File: config.mk
export PLATFORM = sky130hd
export DESIGN_NAME = i2c_master_bit_engine_core
export DESIGN_NICKNAME = d
export VERILOG_FILES = /design/src/hw/rtl/i2cbe_pkg.sv /design/src/hw/rtl/i2c_master_bit_engine_core.sv /design/src/hw/rtl/i2cbe_step.sv
export SDC_FILE = /design/constraint.sdc
export NUM_CORES = 1
export LEC_CHECK = 0
export BUFFER_PORTS_ARGS = -buffer_cell sky130_fd_sc_hd__buf_2
export CORE_ASPECT_RATIO = 1.5
export CORE_MARGIN = 3
export CORE_UTILIZATION = 60
export CTS_CLUSTER_SIZE = 40
export DETAILED_ROUTE_END_ITERATION = 7
export PLACE_DENSITY = 0.85
export SLEW_MARGIN = 20
export SYNTH_ARGS = -nofsm -noshare
export SYNTH_HDL_FRONTEND = slang
export SYNTH_SLANG_ARGS = --single-unit
File: constraint.sdc
create_clock -name aclk -period 4.05 [get_ports aclk]
set_input_delay 0.81 -clock aclk [delete_from_list [all_inputs] [get_ports aclk]]
set_output_delay 0.81 -clock aclk [all_outputs]
set_load 0.1 [all_outputs]
File: src/hw/rtl/i2cbe_pkg.sv
// Package: types, codes and constants of the I2C master bit engine.
`default_nettype none

package i2cbe_pkg;

    // Opcodes
    localparam logic [2:0] OP_TICK  = 3'd0;
    localparam logic [2:0] OP_START = 3'd1;
    localparam logic [2:0] OP_STOP  = 3'd2;
    localparam logic [2:0] OP_SEND  = 3'd3;
    localparam logic [2:0] OP_WAIT  = 3'd4;
    localparam logic [2:0] OP_READ  = 3'd5;

    // Phase codes
    localparam logic [3:0] PH_IDLE    = 4'd0;
    localparam logic [3:0] PH_ST_A    = 4'd1;
    localparam logic [3:0] PH_ST_B    = 4'd2;
    localparam logic [3:0] PH_SP_A    = 4'd3;
    localparam logic [3:0] PH_SP_B    = 4'd4;
    localparam logic [3:0] PH_TX_A    = 4'd5;
    localparam logic [3:0] PH_TX_B    = 4'd6;
    localparam logic [3:0] PH_TX_C    = 4'd7;
    localparam logic [3:0] PH_WA_A    = 4'd8;
    localparam logic [3:0] PH_WA_B    = 4'd9;
    localparam logic [3:0] PH_WA_POLL = 4'd10;
    localparam logic [3:0] PH_RX_A    = 4'd11;
    localparam logic [3:0] PH_RX_B    = 4'd12;
    localparam logic [3:0] PH_AK_A    = 4'd13;
    localparam logic [3:0] PH_AK_B    = 4'd14;

    // Register indexes
    localparam logic [1:0] REG_ACK_TIMEOUT     = 2'd0;
    localparam logic [1:0] REG_START_STOP_HOLD = 2'd1;
    localparam logic [1:0] REG_BIT_PHASE_TICKS = 2'd2;

    // Register reset values
    localparam logic [7:0] ACK_TIMEOUT_RST     = 8'd50;
    localparam logic [3:0] START_STOP_HOLD_RST = 4'd2;
    localparam logic [3:0] BIT_PHASE_TICKS_RST = 4'd1;

    localparam logic [3:0] BITS_PER_BYTE = 4'd8;

    typedef struct packed {
        logic [2:0] opcode;
        logic [7:0] tx_byte;
        logic       send_ack;
        logic       sda_in;
    } in_item_t;

    typedef struct packed {
        logic       scl_level;
        logic       sda_level;
        logic       busy_res;
        logic       done_res;
        logic [7:0] rx_byte;
        logic       ack_failed;
    } out_item_t;

    typedef struct packed {
        logic [7:0] ack_timeout;
        logic [3:0] start_stop_hold;
        logic [3:0] bit_phase_ticks;
    } cfg_t;

    typedef struct packed {
        logic [3:0] phase;
        logic [3:0] bit_index;
        logic [7:0] shift_reg;
        logic [3:0] phase_timer;
        logic [7:0] poll_count;
        logic       ack_choice;
        logic       scl;
        logic       sda;
        logic [7:0] rx_last;
        logic       fail;
        logic       stop_from_timeout;
    } eng_state_t;

    // Zero hold acts as one tick.
    function automatic logic [3:0] hold_ticks(input logic [3:0] h);
        return (h == 4'd0) ? 4'd1 : h;
    endfunction

endpackage

`default_nettype wire

File: src/hw/rtl/i2c_master_bit_engine_core.sv
// Top level of the I2C master bit engine: state, config and output registers.
//
//   channel  dir  handshake          payload
//   s_       in   s_valid/s_ready    s_data  (i2cbe_pkg::in_item_t), one bus tick
//   m_       out  m_valid/m_ready    m_data  (i2cbe_pkg::out_item_t), one per tick
//   cfg_     in   cfg_we             cfg_index, cfg_wdata (8 bit)
//
// The tick logic in i2cbe_step sits between the engine state register and
// the result register, so one item per cycle while the m_ side takes results.
// m_valid rises in the cycle after an s_ accept.
// s_ready = result register empty or being taken this cycle; a stalled m_
// side stops intake after one waiting result.
// aresetn is synchronous, active low: engine idle, lines released, config at
// its reset values (ack_timeout 50, start_stop_hold 2, bit_phase_ticks 1).
`default_nettype none

module i2c_master_bit_engine_core (
    input  wire                        aclk,
    input  wire                        aresetn,
    // input items
    input  wire                        s_valid,
    output logic                       s_ready,
    input  wire i2cbe_pkg::in_item_t   s_data,
    // result items
    output logic                       m_valid,
    input  wire                        m_ready,
    output i2cbe_pkg::out_item_t       m_data,
    // config writes
    input  wire                        cfg_we,
    input  wire [1:0]                  cfg_index,
    input  wire [7:0]                  cfg_wdata
);

    i2cbe_pkg::cfg_t       cfg_reg;
    i2cbe_pkg::eng_state_t st_reg;
    i2cbe_pkg::eng_state_t st_next;
    i2cbe_pkg::out_item_t  res_next;
    i2cbe_pkg::out_item_t  m_data_reg;
    logic                  m_valid_reg;
    logic                  s_accept;

    assign s_ready  = !m_valid_reg || m_ready;
    assign s_accept = s_valid && s_ready;
    assign m_valid  = m_valid_reg;
    assign m_data   = m_data_reg;

    // Config registers; index 3 is not a register and is dropped.
    always_ff @(posedge aclk) begin
        if (!aresetn) begin
            cfg_reg.ack_timeout     <= i2cbe_pkg::ACK_TIMEOUT_RST;
            cfg_reg.start_stop_hold <= i2cbe_pkg::START_STOP_HOLD_RST;
            cfg_reg.bit_phase_ticks <= i2cbe_pkg::BIT_PHASE_TICKS_RST;
        end else if (cfg_we) begin
            unique case (cfg_index)
                i2cbe_pkg::REG_ACK_TIMEOUT:     cfg_reg.ack_timeout     <= cfg_wdata;
                i2cbe_pkg::REG_START_STOP_HOLD: cfg_reg.start_stop_hold <= cfg_wdata[3:0];
                i2cbe_pkg::REG_BIT_PHASE_TICKS: cfg_reg.bit_phase_ticks <= cfg_wdata[3:0];
                default: ;
            endcase
        end
    end

    i2cbe_step u_step (
        .st   (st_reg),
        .item (s_data),
        .cfg  (cfg_reg),
        .nx   (st_next),
        .res  (res_next)
    );

    // Engine state advances once per accepted tick.
    always_ff @(posedge aclk) begin
        if (!aresetn) begin
            st_reg.phase             <= i2cbe_pkg::PH_IDLE;
            st_reg.bit_index         <= 4'd0;
            st_reg.shift_reg         <= 8'd0;
            st_reg.phase_timer       <= 4'd0;
            st_reg.poll_count        <= 8'd0;
            st_reg.ack_choice        <= 1'b0;
            st_reg.scl               <= 1'b1;
            st_reg.sda               <= 1'b1;
            st_reg.rx_last           <= 8'd0;
            st_reg.fail              <= 1'b0;
            st_reg.stop_from_timeout <= 1'b0;
        end else if (s_accept) begin
            st_reg <= st_next;
        end
    end

    // Result register.
    always_ff @(posedge aclk) begin
        if (!aresetn) begin
            m_valid_reg <= 1'b0;
        end else if (s_accept) begin
            m_valid_reg <= 1'b1;
        end else if (m_ready) begin
            m_valid_reg <= 1'b0;
        end
    end

    always_ff @(posedge aclk) begin
        if (s_accept) begin
            m_data_reg <= res_next;
        end
    end

endmodule

`default_nettype wire

File: src/hw/rtl/i2cbe_step.sv
// One-tick next-state and result logic of the I2C master bit engine.
`default_nettype none

module i2cbe_step (
    input  wire i2cbe_pkg::eng_state_t st,
    input  wire i2cbe_pkg::in_item_t   item,
    input  wire i2cbe_pkg::cfg_t       cfg,
    output i2cbe_pkg::eng_state_t      nx,
    output i2cbe_pkg::out_item_t       res
);

    always_comb begin
        logic       do_ent;
        logic [3:0] ent;
        logic       done;
        logic [3:0] bit_inc;

        nx      = st;
        do_ent  = 1'b0;
        ent     = i2cbe_pkg::PH_IDLE;
        done    = 1'b0;
        bit_inc = st.bit_index + 4'd1;

        if (st.phase == i2cbe_pkg::PH_IDLE) begin
            nx.bit_index  = 4'd0;
            nx.poll_count = 8'd0;
            unique case (item.opcode)
                i2cbe_pkg::OP_START: begin
                    do_ent = 1'b1;
                    ent    = i2cbe_pkg::PH_ST_A;
                end
                i2cbe_pkg::OP_STOP: begin
                    nx.stop_from_timeout = 1'b0;
                    do_ent = 1'b1;
                    ent    = i2cbe_pkg::PH_SP_A;
                end
                i2cbe_pkg::OP_SEND: begin
                    nx.shift_reg = item.tx_byte;
                    do_ent = 1'b1;
                    ent    = i2cbe_pkg::PH_TX_A;
                end
                i2cbe_pkg::OP_WAIT: begin
                    do_ent = 1'b1;
                    ent    = i2cbe_pkg::PH_WA_A;
                end
                i2cbe_pkg::OP_READ: begin
                    nx.shift_reg  = 8'd0;
                    nx.ack_choice = item.send_ack;
                    do_ent = 1'b1;
                    ent    = i2cbe_pkg::PH_RX_A;
                end
                default: ;
            endcase
        end else if (st.phase == i2cbe_pkg::PH_WA_POLL) begin
            if (!item.sda_in) begin
                nx.scl         = 1'b0;
                nx.fail        = 1'b0;
                nx.phase       = i2cbe_pkg::PH_IDLE;
                nx.phase_timer = 4'd0;
                done           = 1'b1;
            end else if (st.poll_count >= cfg.ack_timeout) begin
                nx.stop_from_timeout = 1'b1;
                do_ent = 1'b1;
                ent    = i2cbe_pkg::PH_SP_A;
            end else begin
                nx.poll_count = st.poll_count + 8'd1;
            end
        end else if (st.phase_timer > 4'd1) begin
            nx.phase_timer = st.phase_timer - 4'd1;
        end else begin
            unique case (st.phase)
                i2cbe_pkg::PH_ST_A: begin
                    do_ent = 1'b1;
                    ent    = i2cbe_pkg::PH_ST_B;
                end
                i2cbe_pkg::PH_ST_B: begin
                    nx.scl = 1'b0;
                    done   = 1'b1;
                end
                i2cbe_pkg::PH_SP_A: begin
                    do_ent = 1'b1;
                    ent    = i2cbe_pkg::PH_SP_B;
                end
                i2cbe_pkg::PH_SP_B: begin
                    if (st.stop_from_timeout) begin
                        nx.fail              = 1'b1;
                        nx.stop_from_timeout = 1'b0;
                    end
                    done = 1'b1;
                end
                i2cbe_pkg::PH_TX_A: begin
                    do_ent = 1'b1;
                    ent    = i2cbe_pkg::PH_TX_B;
                end
                i2cbe_pkg::PH_TX_B: begin
                    do_ent = 1'b1;
                    ent    = i2cbe_pkg::PH_TX_C;
                end
                i2cbe_pkg::PH_TX_C: begin
                    nx.bit_index = bit_inc;
                    if (bit_inc < i2cbe_pkg::BITS_PER_BYTE) begin
                        do_ent = 1'b1;
                        ent    = i2cbe_pkg::PH_TX_A;
                    end else begin
                        done = 1'b1;
                    end
                end
                i2cbe_pkg::PH_WA_A: begin
                    do_ent = 1'b1;
                    ent    = i2cbe_pkg::PH_WA_B;
                end
                i2cbe_pkg::PH_WA_B: begin
                    nx.phase       = i2cbe_pkg::PH_WA_POLL;
                    nx.phase_timer = 4'd0;
                    nx.poll_count  = 8'd0;
                end
                i2cbe_pkg::PH_RX_A: begin
                    do_ent = 1'b1;
                    ent    = i2cbe_pkg::PH_RX_B;
                end
                i2cbe_pkg::PH_RX_B: begin
                    nx.bit_index = bit_inc;
                    do_ent = 1'b1;
                    ent    = (bit_inc < i2cbe_pkg::BITS_PER_BYTE) ?
                             i2cbe_pkg::PH_RX_A : i2cbe_pkg::PH_AK_A;
                end
                i2cbe_pkg::PH_AK_A: begin
                    do_ent = 1'b1;
                    ent    = i2cbe_pkg::PH_AK_B;
                end
                i2cbe_pkg::PH_AK_B: begin
                    nx.scl     = 1'b0;
                    nx.rx_last = st.shift_reg;
                    done       = 1'b1;
                end
                default: begin
                    nx.phase       = i2cbe_pkg::PH_IDLE;
                    nx.phase_timer = 4'd0;
                end
            endcase
            if (done) begin
                nx.phase       = i2cbe_pkg::PH_IDLE;
                nx.phase_timer = 4'd0;
            end
        end

        // Phase entry: drive the lines and load the hold timer.
        if (do_ent) begin
            nx.phase = ent;
            unique case (ent)
                i2cbe_pkg::PH_ST_A: begin nx.sda = 1'b1; nx.scl = 1'b1; end
                i2cbe_pkg::PH_ST_B: begin nx.sda = 1'b0; nx.scl = 1'b1; end
                i2cbe_pkg::PH_SP_A: begin nx.scl = 1'b0; nx.sda = 1'b0; end
                i2cbe_pkg::PH_SP_B: begin nx.scl = 1'b1; nx.sda = 1'b1; end
                i2cbe_pkg::PH_TX_A: begin
                    nx.sda       = nx.shift_reg[7];
                    nx.shift_reg = {nx.shift_reg[6:0], 1'b0};
                    nx.scl       = 1'b0;
                end
                i2cbe_pkg::PH_TX_B: nx.scl = 1'b1;
                i2cbe_pkg::PH_TX_C: nx.scl = 1'b0;
                i2cbe_pkg::PH_WA_A: nx.sda = 1'b1;
                i2cbe_pkg::PH_WA_B: nx.scl = 1'b1;
                i2cbe_pkg::PH_RX_A: begin nx.scl = 1'b0; nx.sda = 1'b1; end
                i2cbe_pkg::PH_RX_B: begin
                    nx.scl       = 1'b1;
                    nx.shift_reg = {nx.shift_reg[6:0], item.sda_in};
                end
                i2cbe_pkg::PH_AK_A: begin
                    nx.scl = 1'b0;
                    nx.sda = ~nx.ack_choice;
                end
                i2cbe_pkg::PH_AK_B: nx.scl = 1'b1;
                default: ;
            endcase
            if (ent == i2cbe_pkg::PH_ST_A || ent == i2cbe_pkg::PH_ST_B ||
                ent == i2cbe_pkg::PH_SP_A || ent == i2cbe_pkg::PH_SP_B) begin
                nx.phase_timer = i2cbe_pkg::hold_ticks(cfg.start_stop_hold);
            end else begin
                nx.phase_timer = i2cbe_pkg::hold_ticks(cfg.bit_phase_ticks);
            end
        end

        res.scl_level  = nx.scl;
        res.sda_level  = nx.sda;
        res.busy_res   = (nx.phase != i2cbe_pkg::PH_IDLE);
        res.done_res   = done;
        res.rx_byte    = nx.rx_last;
        res.ack_failed = nx.fail;
    end

endmodule

`default_nettype wire

After elaboration in Yosys (flattened, before gate mapping)
Index checks and enable logic that the tools add are counted.

cells by class
  add/sub/neg operators = 3
  order comparisons = 3
  equal/unequal tests = 44
  multiplexer cells = 77
  bitwise operators = 1
  reduce and logical (&&, ||, !) cells = 32

operators with widths
  cell                 number
  $mux 4               20
  $mux 8               9
  $eq 4x4->1 const B   13
  $pmux 4 s9           1
  $eq 4x3->1 const B   8
  $pmux 8 s2           2
  $mux 1               28
  $mux 12              2
  $pmux 4 s5           1
  $eq 4x2->1 const B   4
  $logic_not 4->1      3
  $reduce_or 12->1     1
  $mux 10              1
  $mux 2               5
  $reduce_or 5->1      2
  $mux 9               1
  $ne 3x2->1 const B   3
  $add 8x1->8 const B  1
  $eq 4x1->1 const B   2
  $ge 8x8->1           1
  $pmux 4 s2           1
  $reduce_and 4->1     2
  $reduce_or 8->1      1
  $reduce_or 7->1      1
  other kinds (31)     47

word-level totals
  register bits = 71
  input bits = 28
  output and inout bits = 15
  logic and storage cells = 181

Longest topological paths before layout
  word-level depth = 13
  mapped depth = 13
  mapped depth without buffers = 10

By module
A second synthesis with hierarchy kept.

unflattened totals
  cells, all modules = 577
  area, all modules = 4675.7 µm²

modules (own cells, without submodules)
  module                      instances  cells an instance  area each (µm²)  seq. area each (µm²)
  i2c_master_bit_engine_core  1          257                2636.3           1551.5
  i2cbe_step                  1          320                2039.5           0.0

Least setup slack after synthesis
No wires, ideal clock.

  path kind = input port to flip-flop
  from = input port m_ready
  to = register m_data_reg (netlist bit m_data[0]), enable pin
  setup time = 382 ps
  arrival time = 3116 ps
  required time = 3668 ps
  slack = 552 ps
  cell stages on the path = 5
  path buffers = 2
  path through = nand2b_1 nand2_1 inv_1 clkbuf_1 buf_1

on the way
  longest elaborated chain between the ends = 2

RTL lines
  element               line                               text
  from (decl)           i2c_master_bit_engine_core.sv:26   input wire m_ready,
  $logic_or 1x1->1      i2c_master_bit_engine_core.sv:42   assign s_ready = !m_valid_reg || m_ready;
  $logic_and 1x1->1     i2c_master_bit_engine_core.sv:43   assign s_accept = s_valid && s_ready;
  net s_accept          i2c_master_bit_engine_core.sv:40   logic s_accept;
  to (signal assigned)  i2c_master_bit_engine_core.sv:103  m_data_reg <= res_next;
  to (decl)             i2c_master_bit_engine_core.sv:38   i2cbe_pkg::out_item_t m_data_reg;

The timed path passes the listed nets, and every way through them passes these cells.
A chain may end at the register's enable or synchronous reset.

==> flow_metrics.py <==
metrics = {
    "run_status": {
        "status": "completed",
    },
    "power_and_ir_drop": {
        "vdd_drop_max_v": 0.000303,
        "leakage_nw": 1.88,
        "finalPower_w": 0.00209,
        "power_density_nw_per_um2": 433,
    },
    "critical_path": {
        "max_stage_delay_ps": 630,
        "path_buf_inv": 0,
        "path_class": "flip-flop to flip-flop",
        "path_cells": "nor4_4 > and2_1 > nand2_1 > o2bb2ai_1 > o211ai_1 > o21ai_0 > a21oi_1 > nand2_1",
        "endpoint_kind": "flip-flop",
        "r2r_cells": 8,
        "critPathSlowestCell": "nor4_4",
        "start_kind": "flip-flop",
        "cp_data_required_time_ps": 4170,
        "reg2reg_to": "m_data[11]",
        "cp_common_cell": "nand2_1",
        "arrival_ps": 3220,
        "crit-reg2reg-launch": "st_reg[38]",
        "cp_top_family": "simple AND/OR/NAND/NOR gates",
        "r2r_setup_slack_ps": 950,
        "critPathMaxFanout": 25,
    },
    "floorplanning": {
        "die_h_um": 111,
        "num_io_pins": 43,
        "std_cell_rows": 37,
        "dieWidth_um": 75.8,
        "core_area_um2": 6990,
        "die_area_um2": 8390,
        "floorplan.initialDensity_pct": 62.7,
    },
    "cells_and_area": {
        "multi_input_area_um2": 2650,
        "antenna_cells": 0,
        "regArea_um2": 1550,
        "final_nets": 584,
        "drive_gt1_share_pct": 17.3,
        "fillers": 567,
        "final_area_um2": 4830,
        "largest_reg_flops": 41,
        "area_growth_pct": 10.2,
    },
    "sta": {
        "max_freq_mhz": 323,
        "min_period_over_period_pct": 76.5,
        "finalSetupViolCount": 0,
        "hold_viol": 0,
        "finalMaxSlewViolations": 0,
        "rsz0062_at_grt": "false",
        "period_needed_ps": 3100,
        "slew_headroom_pct": 36.3,
        "finClkSkew_ps": 12.0,
        "tns_ps": 0,
        "max_slew.worst_pin.slew_ps": 955,
    },
    "clock_tree": {
        "clockBufferDepth": 2,
        "htreeDepth": 3,
        "cts_setup_buffers": 0,
        "clk_latency_ps": 370,
        "cts_made_buffers": 9,
        "clock-sinks": 71,
        "cts_resized": 0,
        "cts_tree": "built",
        "cts_root_buf": "clkbuf_8",
        "clkTransAtPathRegs_ps": 80,
        "holdBufCountCts": 0,
    },
    "synth": {
        "async_reset_ff_share_pct": 0,
        "synth_warnings": 0,
        "yosys-top-cells-count": "dfxtp_1 (58), nor2_1 (57), nand2_1 (45), o21ai_0 (26), nor2b_1 (25)",
        "synth_nets": 553,
        "syn_area_per_cell_um2": 8.54,
        "synthSimpleGateAreaFrac_pct": 27.5,
        "synth_edf_count": 13,
        "synth_compound_area_share_pct": 20.6,
        "ys_top_cells_by_area": "dfxtp_1 (26%), edfxtp_1 (8.9%), nor2_1 (4.9%)",
        "synthXorXnorAreaFrac_pct": 2.00,
        "synth.distinct_cells": 74,
        "yosys_most_used_dff": "dfxtp_1",
        "seq_area_frac_synth_pct": 35.4,
        "yosys.cell_count.top_type": "dfxtp_1",
        "synth_top_family_by_area": "simple AND/OR/NAND/NOR gates",
        "synth_cells": 513,
        "synthMuxAreaShare_pct": 6.77,
        "synth_top_area_cell": "dfxtp_1",
        "mappedNetlistArea_um2": 4380,
        "synth_top_area_share_pct": 26.5,
        "synthAdderAreaFrac_pct": 3.43,
        "ys_ff_latch": 71,
    },
    "global_routing": {
        "grt_pass1_vias": 3937,
        "antenna_found_initial": 0,
        "grt_pass1_wl_mm": 17.9,
        "grt_max_degree": 34,
        "grt.overflow.total": 0,
        "track_usage_pct": 27.3,
    },
    "placed_design": {
        "dp_hpwl_mm": 7.83,
        "place_area_um2": 4630,
        "io_buffers": 42,
        "gp_congestion": 0.985,
    },
    "drt": {
        "postRouteAntennaNets": 0,
        "wl_per_cell_um": 16.9,
        "dr.pass1.iters": 6,
        "post_drt_via_cell_ratio": 6.23,
        "drc": 0,
        "vias": 4022,
        "drt_iter0_markers": 361,
        "drt_wl_total_mm": 10.9,
    },
    "min_path": {
        "min_to": "st_reg[2]",
        "holdPathStages": 2,
        "holdCritStartpoint": "st_reg[2]",
        "min_path_type": "flip-flop to flip-flop",
    },
    "flow_run": {
        "cap_violations": 0,
    },
}
[per-layer routing]
layer | up-vias | part of all wire (%) | track usage (%)
met5 | - | 0 | 0
met4 | 0 | 4.4 | 16.0
met3 | 53 | 6.9 | 6.81
met2 | 207 | 52 | 46.1
met1 | 1838 | 37 | 29.1
li1 | 1924 | - | -
[how the worst max path moves through the flow]
stage | slack [ps] | from | to | cells past startpoint
2_1_floorplan | 550 | m_ready | m_data[0] | 5
3_3_place_gp | 1030 | s_data[11] | st_reg[21] | 9
3_5_place_dp | 980 | s_data[11] | st_reg[21] | 9
4_1_cts | 1000 | st_reg[38] | m_data[11] | 8
5_1_grt | 710 | st_reg[21] | st_reg[21] | 10
6_report | 950 | st_reg[38] | m_data[11] | 8
[worst register-to-register path: cells and delay by family (launching register included)]
family / cells / cell delay, ps
flops: 1 / 620
simple gates: 4 / 1450
compound gates: 4 / 790
[report_power, final]
part	switching (W)	internal (W)
Clock	0.000279	0.000285
Combinational	0.000477	0.000236
Sequential	0.0000457	0.000772
[metrics by stage]
| step | hold slack, ps | std cells | worst slack, ps | util (%) |
|---|---|---|---|---|
| 2_1_floorplan | 440 | 513 | 552 | - |
| 3_3_place_gp | 448 | 630 | 1030 | 66.3 |
| 3_5_place_dp | 468 | 630 | 983 | 66.3 |
| 4_1_cts | 478 | 646 | 996 | 69.1 |
| 5_1_grt | 525 | 646 | 713 | 69.1 |
| 6_report | 480 | 646 | 950 | 69.1 |
[logic make-up after synthesis]
| family | after synthesis |
|---|---|
| simple gates | 227 |
| flops | 71 |
| xor+xnor | 10 |
| buf+inv | 43 |
| mux | 28 |
| fa+ha+maj | 12 |
| compound gates | 122 |
[final cells by class]
type	instances	area share, %
Multi-Input combinational cell	399	54.8
Sequential cell	71	32.1
Timing Repair Buffer	49	5.44
Clock buffer	9	2.56
Tap cell	97	2.51
Clock inverter	7	1.53
Inverter	14	1.09
[cells in the final DEF (no fill, tap or decap), drive strengths merged, types with 3 or more instances in the layout]
cell / n
ha: 12
o21ai: 28
or3: 3
nor2b: 25
clkbuf: 9
and3: 5
a211oi: 3
nand2b: 14
o22ai: 4
o211ai: 13
nand4: 11
or2: 6
nor3b: 12
nand3b: 4
xnor2: 3
nand3: 21
a21boi: 5
inv: 14
dfxtp: 58
o2bb2ai: 7
mux2i: 18
buf: 49
a2111oi: 5
nand2: 45
clkinv: 5
xor2: 7
a31oi: 8
nor2: 58
mux2: 10
a21oi: 24
nor3: 8
edfxtp: 13
and2: 4
a311o: 4
(Power assumes the default switching activity.)
